File: src/sv/assert_macros.svh
// ----------------------------------------------------------------------------
// assertion macros
// clocked property checks shared by the detector modules
// ----------------------------------------------------------------------------
`ifndef ASSERT_MACROS_SVH
`define ASSERT_MACROS_SVH

// property must hold at every clock edge outside reset
`define ASSERT_CLK(lbl, clk, rst_n, prop, msg) \
    lbl: assert property (@(posedge clk) disable iff (!rst_n) prop) else $error(msg);

// expression must never be true outside reset
`define ASSERT_NEVER(lbl, clk, rst_n, expr, msg) \
    lbl: assert property (@(posedge clk) disable iff (!rst_n) !(expr)) else $error(msg);

`endif

File: src/sv/mbpd_pkg.sv
// ----------------------------------------------------------------------------
// mbpd_pkg
// shared types and constants of the morse beam pattern detector
// ----------------------------------------------------------------------------
package mbpd_pkg;

    // configuration port
    localparam int CFG_INDEX_W = 3;
    localparam int CFG_DATA_W  = 32;

    // register indexes
    localparam logic [CFG_INDEX_W-1:0] CFG_IDX_THRESHOLD  = 3'd0;
    localparam logic [CFG_INDEX_W-1:0] CFG_IDX_DOT_TIME   = 3'd1;
    localparam logic [CFG_INDEX_W-1:0] CFG_IDX_DASH_TIME  = 3'd2;
    localparam logic [CFG_INDEX_W-1:0] CFG_IDX_IDLE_TMO   = 3'd3;
    localparam logic [CFG_INDEX_W-1:0] CFG_IDX_TARGET_SYM = 3'd4;
    localparam logic [CFG_INDEX_W-1:0] CFG_IDX_TARGET_LEN = 3'd5;

    // register reset values
    localparam logic [11:0] RST_THRESHOLD  = 12'd2048;
    localparam logic [15:0] RST_DOT_TIME   = 16'd200;
    localparam logic [15:0] RST_DASH_TIME  = 16'd600;
    localparam logic [31:0] RST_IDLE_TMO   = 32'd2000;
    localparam logic [31:0] RST_TARGET_SYM = 32'd0;
    localparam logic [5:0]  RST_TARGET_LEN = 6'd0;

    // shortest break that counts as a dot, exclusive
    localparam logic [31:0] MIN_BREAK_MS = 32'd50;

    // longest target sequence that can ever match
    localparam logic [5:0] TARGET_MAX_LEN = 6'd32;

    typedef struct packed {
        logic [11:0] light_threshold;
        logic [15:0] dot_time_ms;
        logic [15:0] dash_time_ms;
        logic [31:0] idle_timeout_ms;
        logic [31:0] target_symbols;
        logic [5:0]  target_length;
    } t_cfg;

    typedef struct packed {
        logic       matched;
        logic       beam_cut;
        logic [5:0] symbol_count;
    } t_result;

endpackage

File: src/sv/mbpd_cfg.sv
// ----------------------------------------------------------------------------
// mbpd_cfg
// configuration register file, written one register per beat
// ----------------------------------------------------------------------------
module mbpd_cfg
    import mbpd_pkg::*;
(
    input  logic                   i_clk,
    input  logic                   i_rst_n,
    input  logic                   i_wr,
    input  logic [CFG_INDEX_W-1:0] i_index,
    input  logic [CFG_DATA_W-1:0]  i_data,
    output t_cfg                   o_cfg
);

    t_cfg r_cfg;
    t_cfg n_cfg;

    // decode the write, unknown indexes leave everything alone
    always_comb begin
        n_cfg = r_cfg;
        if (i_wr) begin
            case (i_index)
                CFG_IDX_THRESHOLD:  n_cfg.light_threshold = i_data[11:0];
                CFG_IDX_DOT_TIME:   n_cfg.dot_time_ms     = i_data[15:0];
                CFG_IDX_DASH_TIME:  n_cfg.dash_time_ms    = i_data[15:0];
                CFG_IDX_IDLE_TMO:   n_cfg.idle_timeout_ms = i_data;
                CFG_IDX_TARGET_SYM: n_cfg.target_symbols  = i_data;
                CFG_IDX_TARGET_LEN: n_cfg.target_length   = i_data[5:0];
                default:            n_cfg = r_cfg;
            endcase
        end
    end

    // register bank
    always_ff @(posedge i_clk) begin
        if (!i_rst_n) begin
            r_cfg.light_threshold <= RST_THRESHOLD;
            r_cfg.dot_time_ms     <= RST_DOT_TIME;
            r_cfg.dash_time_ms    <= RST_DASH_TIME;
            r_cfg.idle_timeout_ms <= RST_IDLE_TMO;
            r_cfg.target_symbols  <= RST_TARGET_SYM;
            r_cfg.target_length   <= RST_TARGET_LEN;
        end else begin
            r_cfg <= n_cfg;
        end
    end

    assign o_cfg = r_cfg;

endmodule

File: src/sv/mbpd_core.sv
// ----------------------------------------------------------------------------
// mbpd_core
// break timing, dot/dash classification, symbol store and target match
// ----------------------------------------------------------------------------
`include "assert_macros.svh"

module mbpd_core
    import mbpd_pkg::*;
#(
    parameter int MAX_SYMBOLS = 32
) (
    input  logic        i_clk,
    input  logic        i_rst_n,
    input  logic        i_step,
    input  logic [11:0] i_sample,
    input  logic [31:0] i_time,
    input  t_cfg        i_cfg,
    output t_result     o_result
);

    localparam int CNT_W = $clog2(MAX_SYMBOLS + 1);

    // timing phase and symbol store
    logic                   r_timing;
    logic [31:0]            r_break_start;
    logic [31:0]            r_last_symbol;
    logic [MAX_SYMBOLS-1:0] r_store;
    logic [CNT_W-1:0]       r_count;

    logic                   n_timing;
    logic [31:0]            n_break_start;
    logic [31:0]            n_last_symbol;
    logic [MAX_SYMBOLS-1:0] n_store;
    logic [CNT_W-1:0]       n_count;

    logic                   w_broken;
    logic [31:0]            w_brk_len;
    logic [31:0]            w_idle_len;
    logic [16:0]            w_dot_hi;
    logic [15:0]            w_dash_lo;
    logic [16:0]            w_dash_hi;
    logic                   w_is_dot;
    logic                   w_is_dash;
    logic                   w_has_room;
    logic [MAX_SYMBOLS-1:0] w_app_store;
    logic [CNT_W-1:0]       w_app_count;
    logic                   w_app_timing;
    logic [31:0]            w_app_last;
    logic [31:0]            w_mask;
    logic                   w_match;

    // beam state and elapsed times, both wrap modulo 2^32
    assign w_broken   = i_sample < i_cfg.light_threshold;
    assign w_brk_len  = i_time - r_break_start;
    assign w_idle_len = i_time - r_last_symbol;

    // class windows: dot in (50, 1.5 dot), dash in (dash - dash/2, dash + dash/2), dot wins an overlap
    assign w_dot_hi  = 17'(i_cfg.dot_time_ms) + 17'(i_cfg.dot_time_ms >> 1);
    assign w_dash_lo = i_cfg.dash_time_ms - (i_cfg.dash_time_ms >> 1);
    assign w_dash_hi = 17'(i_cfg.dash_time_ms) + 17'(i_cfg.dash_time_ms >> 1);
    assign w_is_dot  = (w_brk_len > MIN_BREAK_MS) && (w_brk_len < 32'(w_dot_hi));
    assign w_is_dash = !w_is_dot && (w_brk_len > 32'(w_dash_lo))
                       && (w_brk_len < 32'(w_dash_hi));

    assign w_has_room = r_count < CNT_W'(MAX_SYMBOLS);

    // phase update, idle timeout clear and symbol append
    always_comb begin
        w_app_timing = r_timing;
        w_app_store  = r_store;
        w_app_count  = r_count;
        w_app_last   = r_last_symbol;
        n_break_start = r_break_start;
        if (!r_timing) begin
            if (w_broken) begin
                n_break_start = i_time;
                w_app_timing  = 1'b1;
            end else if ((r_count != '0) && (w_idle_len > i_cfg.idle_timeout_ms)) begin
                w_app_store = '0;
                w_app_count = '0;
            end
        end else if (!w_broken) begin
            if ((w_is_dot || w_is_dash) && w_has_room) begin
                if (w_is_dash) begin
                    w_app_store = r_store | (MAX_SYMBOLS'(1) << r_count);
                end
                w_app_count = r_count + 1'b1;
                w_app_last  = i_time;
            end
            w_app_timing = 1'b0;
        end
    end

    // compare the store with the target over the target length
    assign w_mask  = 32'((33'd1 << i_cfg.target_length) - 33'd1);
    assign w_match = (i_cfg.target_length <= TARGET_MAX_LEN)
                     && (7'(w_app_count) == 7'(i_cfg.target_length))
                     && (((32'(w_app_store) ^ i_cfg.target_symbols) & w_mask) == '0);

    // a match clears store and phase, last symbol time is kept
    always_comb begin
        n_timing      = w_app_timing;
        n_store       = w_app_store;
        n_count       = w_app_count;
        n_last_symbol = w_app_last;
        if (w_match) begin
            n_timing = 1'b0;
            n_store  = '0;
            n_count  = '0;
        end
    end

    // state registers advance once per processed beat
    always_ff @(posedge i_clk) begin
        if (!i_rst_n) begin
            r_timing      <= 1'b0;
            r_break_start <= '0;
            r_last_symbol <= '0;
            r_store       <= '0;
            r_count       <= '0;
        end else if (i_step) begin
            r_timing      <= n_timing;
            r_break_start <= n_break_start;
            r_last_symbol <= n_last_symbol;
            r_store       <= n_store;
            r_count       <= n_count;
        end
    end

    assign o_result.matched      = w_match;
    assign o_result.beam_cut     = w_broken;
    assign o_result.symbol_count = 6'(n_count);

    // checks
    `ASSERT_NEVER(a_count_bound, i_clk, i_rst_n, r_count > CNT_W'(MAX_SYMBOLS), "store overfull")
    `ASSERT_CLK(a_hold_idle, i_clk, i_rst_n, !i_step |=> $stable(r_count) && $stable(r_store) && $stable(r_timing), "state moved without a step")
    `ASSERT_CLK(a_count_step, i_clk, i_rst_n, i_step |=> (r_count == '0) || (r_count == $past(r_count)) || (r_count == $past(r_count) + 1'b1), "count jumped by more than one")

endmodule

File: src/sv/morse_beam_pattern_detector.sv
// ----------------------------------------------------------------------------
// morse_beam_pattern_detector
// times beam breaks in light samples, decodes dots and dashes and flags a
// match against a programmed target sequence
// ----------------------------------------------------------------------------
//
//  channel  direction  handshake                 payload
//  -------  ---------  ------------------------  ---------------------------------
//  in       sink       i_in_valid / o_in_ready   i_light_sample, i_time_ms
//  out      source     o_out_valid / i_out_ready o_matched, o_beam_cut,
//                                                o_symbol_count
//  cfg      sink       i_cfg_valid / o_cfg_ready i_cfg_index, i_cfg_data
//
//  one beat per cycle sustained while the output is not stalled; a beat lands
//  in the input register at its accepting edge, the step logic works on it once
//  the result register is free or draining, and its result goes into that register
//  synchronous active-low reset clears the configuration to its defaults and
//  empties the store and the timing phase
//  a stalled output holds the pipe; the input register still takes a beat
//  whenever it is empty or the result register is free or being drained in
//  the same cycle
//
`include "assert_macros.svh"

module morse_beam_pattern_detector
    import mbpd_pkg::*;
#(
    parameter int MAX_SYMBOLS = 32
) (
    input  logic                   i_clk,
    input  logic                   i_rst_n,
    // input beats
    input  logic                   i_in_valid,
    output logic                   o_in_ready,
    input  logic [11:0]            i_light_sample,
    input  logic [31:0]            i_time_ms,
    // result beats
    output logic                   o_out_valid,
    input  logic                   i_out_ready,
    output logic                   o_matched,
    output logic                   o_beam_cut,
    output logic [5:0]             o_symbol_count,
    // configuration writes
    input  logic                   i_cfg_valid,
    output logic                   o_cfg_ready,
    input  logic [CFG_INDEX_W-1:0] i_cfg_index,
    input  logic [CFG_DATA_W-1:0]  i_cfg_data
);

    t_cfg        w_cfg;
    t_result     w_result;

    logic        r_in_valid;
    logic [11:0] r_in_sample;
    logic [31:0] r_in_time;
    logic        r_out_valid;
    t_result     r_out;
    logic        w_step;
    logic        w_in_take;

    // configuration registers
    assign o_cfg_ready = 1'b1;

    mbpd_cfg u_cfg (
        .i_clk   (i_clk),
        .i_rst_n (i_rst_n),
        .i_wr    (i_cfg_valid),
        .i_index (i_cfg_index),
        .i_data  (i_cfg_data),
        .o_cfg   (w_cfg)
    );

    // pipe control: step when the result register is free or draining
    assign w_step     = r_in_valid && (!r_out_valid || i_out_ready);
    assign o_in_ready = !r_in_valid || w_step;
    assign w_in_take  = i_in_valid && o_in_ready;

    // input register
    always_ff @(posedge i_clk) begin
        if (!i_rst_n) begin
            r_in_valid <= 1'b0;
        end else if (o_in_ready) begin
            r_in_valid <= i_in_valid;
        end
    end

    always_ff @(posedge i_clk) begin
        if (w_in_take) begin
            r_in_sample <= i_light_sample;
            r_in_time   <= i_time_ms;
        end
    end

    // step logic and state
    mbpd_core #(
        .MAX_SYMBOLS (MAX_SYMBOLS)
    ) u_core (
        .i_clk    (i_clk),
        .i_rst_n  (i_rst_n),
        .i_step   (w_step),
        .i_sample (r_in_sample),
        .i_time   (r_in_time),
        .i_cfg    (w_cfg),
        .o_result (w_result)
    );

    // result register
    always_ff @(posedge i_clk) begin
        if (!i_rst_n) begin
            r_out_valid <= 1'b0;
        end else if (w_step) begin
            r_out_valid <= 1'b1;
        end else if (i_out_ready) begin
            r_out_valid <= 1'b0;
        end
    end

    always_ff @(posedge i_clk) begin
        if (w_step) begin
            r_out <= w_result;
        end
    end

    assign o_out_valid    = r_out_valid;
    assign o_matched      = r_out.matched;
    assign o_beam_cut     = r_out.beam_cut;
    assign o_symbol_count = r_out.symbol_count;

    // checks
    `ASSERT_CLK(a_match_clears, i_clk, i_rst_n, r_out_valid && r_out.matched |-> r_out.symbol_count == '0, "match left symbols in the store")
    `ASSERT_CLK(a_in_hold, i_clk, i_rst_n, r_in_valid && !w_step |=> r_in_valid && $stable(r_in_time), "pending beat lost")
    `ASSERT_CLK(a_step_result, i_clk, i_rst_n, w_step |=> r_out_valid, "step produced no result")

endmodule

File: config.mk
export PLATFORM = sky130hd
export DESIGN_NAME = morse_beam_pattern_detector
export DESIGN_NICKNAME = d
export VERILOG_FILES = /design/src/sv/mbpd_pkg.sv /design/src/sv/mbpd_cfg.sv /design/src/sv/mbpd_core.sv /design/src/sv/morse_beam_pattern_detector.sv
export VERILOG_INCLUDE_DIRS = /design/src /design/src/sv
export SDC_FILE = /design/constraint.sdc
export NUM_CORES = 1
export LEC_CHECK = 0
export ABC_AREA = 1
export BUFFER_PORTS_ARGS = -buffer_cell sky130_fd_sc_hd__buf_2
export CAP_MARGIN = 30
export CELL_PAD_IN_SITES_DETAIL_PLACEMENT = 0
export CELL_PAD_IN_SITES_GLOBAL_PLACEMENT = 2
export CORE_ASPECT_RATIO = 1.75
export CORE_MARGIN = 2
export CORE_UTILIZATION = 32
export CTS_CLUSTER_SIZE = 25
export DETAILED_ROUTE_END_ITERATION = 10
export HOLD_SLACK_MARGIN = 0.05
export PLACE_DENSITY_LB_ADDON = 0.1
export SYNTH_ARGS = -nofsm -noshare
export SYNTH_HDL_FRONTEND = slang
export SYNTH_HIERARCHICAL = 1
export SYNTH_SLANG_ARGS = --single-unit
export TNS_END_PERCENT = 5
File: constraint.sdc
create_clock -name i_clk -period 6 [get_ports i_clk]
set_input_delay 0.6 -clock i_clk [delete_from_list [all_inputs] [get_ports i_clk]]
set_output_delay 0.6 -clock i_clk [all_outputs]
set_load 0.005 [all_outputs]
==> impl_metrics.py <==
metrics = {
    "outcome": {
        "status": "finished, violations left",
        "violations": "negative setup slack",
    },
    "grt": {
        "grt_antenna_before_repair": 2,
        "grt.total_usage_pct": 22.1,
        "grt_overflow": 0,
        "grt_max_degree": 95,
        "grt_pass1_wl_um": 115000,
        "grt_pass1_vias": 20400,
    },
    "synth": {
        "synth.most_common_cell": "nand2_1",
        "synth.distinct_cells": 47,
        "synth.cell_area_um2": 20900,
        "ys_ff_latch": 271,
        "ys_top_cells_by_area": "dfxtp_1 21%, nand2_1 14%, ha_1 12%, inv_1 8.3%, edfxtp_1 7.5%",
        "synthArstFlopShare_pct": 0,
        "yosysTopAreaCell": "dfxtp_1",
        "syn_area_per_cell_um2": 6.57,
        "synth_commonest_cells": "779 x nand2_1, 462 x inv_1, 402 x nor2_1, 267 x a21oi_1, 257 x nand3_1",
        "synth.yosys.warnings": 6,
        "synth_edf_count": 52,
        "synth_nets": 3470,
        "syn-instance-count": 3173,
        "yosysSeqAreaShare_pct": 28.5,
        "synth_top_area_share_pct": 21.0,
        "synth_top_flop_cell": "dfxtp_1",
    },
    "detailed_routing": {
        "drt_iter0_markers": 986,
        "wl_per_cell_um": 17.6,
        "routed_via_density": 4.81,
        "drcViolationCount": 0,
        "routed_wl_um": 75200,
        "dr.pass1.iters": 5,
        "via_count": 20500,
        "postRouteAntennaNets": 0,
    },
    "die": {
        "die-area_um2": 67300,
        "core_area_um2": 64300,
        "die_height_um": 342,
        "initial_core_util_pct": 32.4,
        "num_rows": 123,
        "io_pins": 95,
        "die_w_um": 197,
    },
    "timing": {
        "tns_ns": -0.736,
        "hold_viol": 0,
        "whs_ns": 0.166,
        "rsz0062_at_grt": "yes",
        "finalWorstPathRequiredPeriod_ns": 6.06,
        "setup_ws_ns": -0.0616,
        "clock.fmax_mhz": 165,
        "drv_slew": 0,
        "relSlewSlack_pct": 38.0,
        "setup_viol_count_final": 23,
        "tightestPinTransition_ns": 0.907,
        "fin_crit_sh_pct": 101,
        "worst_clock_skew_ns": 0.0219,
    },
    "worst_setup_path": {
        "cp_data_required_time_ns": 6.47,
        "crit_type": "reg2reg",
        "critical_path.most_common_cell": "nand2_1",
        "crit_path_start_kind": "flip-flop",
        "critPathMaxStageDelay_ns": 0.41,
        "endpoint_kind": "flip-flop",
        "cp.arrival_ns": 6.53,
        "slowest_stage": "fa_2",
        "cp_max_fo": 8,
    },
    "cts": {
        "cts.path.max_buffers": 3,
        "cts.sinks": 271,
        "clkTransAtPathRegs_ns": 0.07,
        "cts_tree": "yes",
        "clockRootBuffer": "clkbuf_16",
        "numCtsBuffers": 31,
        "postCtsHoldBufs": 0,
        "htreeDepth": 1,
        "clk_latency_ns": 0.61,
    },
    "final_layout": {
        "fin_cells": 4266,
        "num-nets-final": 3726,
        "drive_gt1_share_pct": 15.8,
        "syn_to_final_growth_pct": 22.0,
    },
    "power": {
        "vdd_ir_drop_max_mv": 0.227,
        "powerDensity_nw_per_um2": 233,
        "power_leakage_nw": 12.1,
    },
    "placement": {
        "place_inst": 4153,
        "place.gp.congestion": 0.911,
        "dp_hpwl_um": 59400,
        "port_buffers": 93,
        "preCtsSetupSlack_ns": -0.719,
    },
    "run": {
        "maxCapViolCount": 0,
    },
    "min_path": {
        "min-delay-path-class": "in2reg",
    },
}
[through the flow]
| stage | instance area, um2 | power, mW | utilization, % |
|---|---|---|---|
| final | 25400 | 5.94 | 39.5 |
| after global routing | 25400 | 6.31 | 39.5 |
| after CTS | 24900 | 5.96 | 38.7 |
| after detailed placement | 23200 | 3.74 | 36.1 |
| after global placement | 23200 | 3.72 | 36.1 |
| after floorplan | 20900 | 3.10 | - |
[metal layers]
metal	routed length, um	GRT usage, %
met1	28600	22.8
met2	41800	44.9
met3	1610	1.71
met4	3210	8.63
met5	0	0
[report_power, final]
group	leakage (nW)	internal, mW	switching, mW
Combinational	9.31	0.743	1.15
Clock	0.512	1.18	0.876
Sequential	2.29	1.93	0.0577
[cell usage in the layout, fill, tap and decap left out, types with 52 or more instances in the layout]
cell type and instances:
xor2_1 83, nand3_1 245, a21oi_1 258, nand2_1 725, o21ai_0 102, dfxtp_1 217
ha_1 202, buf_2 92, buf_4 201, nor2_1 394, edfxtp_1 52, inv_1 452
nand2_2 62
[critical path, delay by kind of cell, from the launching register on]
kind | cells | cell delay [ns]
flip-flops | 1 | 0.32
adder cells (fa/ha/maj) | 3 | 0.84
AND/OR/NAND/NOR | 16 | 1.63
buffers and inverters | 10 | 1.18
XOR/XNOR | 1 | 0.17
AO/OA/AOI/OAI | 14 | 1.79
[cell type report]
class | count | area (um2)
well taps | 812 | 1020
inverters | 475 | 1790
fillers | 6944 | 38900
diodes | 1 | 2.50
multi-input cells | 2328 | 13100
flip-flops and latches | 271 | 5950
clock inverters | 19 | 231
repair buffers | 322 | 2520
clock buffers | 38 | 843
[state kept, by name, indices dropped and copies added, names as in the netlist]
register	cells
o_beam_cut	1
o_matched	1
o_out_valid	1
o_symbol_count	6
r_in_sample	12
r_in_time	32
r_in_valid	1
u_cfg/o_cfg	114
u_core/r_break_start	32
u_core/r_count	6
u_core/r_last_symbol	32
u_core/r_store	32
u_core/r_timing	1
[final timing paths]
kind,startpoint,endpoint,slack (ns),cells past startpoint
hold / removal,i_time_ms[19],r_in_time[19],0.17,1
setup / recovery,u_cfg/o_cfg[70],u_core/r_store[24],-0.06,44
setup reg to reg,u_cfg/o_cfg[70],u_core/r_store[24],-0.06,44
hold reg to reg,u_core/r_break_start[17],u_core/r_break_start[17],0.46,2
[timing repair]
| item | CTS | global route |
|---|---|---|
| gates resized for setup | 62 | 98 |
| pin swaps | 19 | 57 |
| buffers inserted | 32 | 14 |
| gates cloned | 4 | 4 |
| endpoints found under the setup margin | 46 | 46 |
[logic make-up after synthesis]
group / Yosys count / synth area share, %
compound gates: 444 / 11.4
xor+xnor: 107 / 4.49
fa+ha+maj: 213 / 13.0
buf+inv: 575 / 11.2
flops: 271 / 28.5
other cells: 1 / 0.0180
simple gates: 1562 / 31.4
Note: power is estimated with default switching activity, not from simulation.
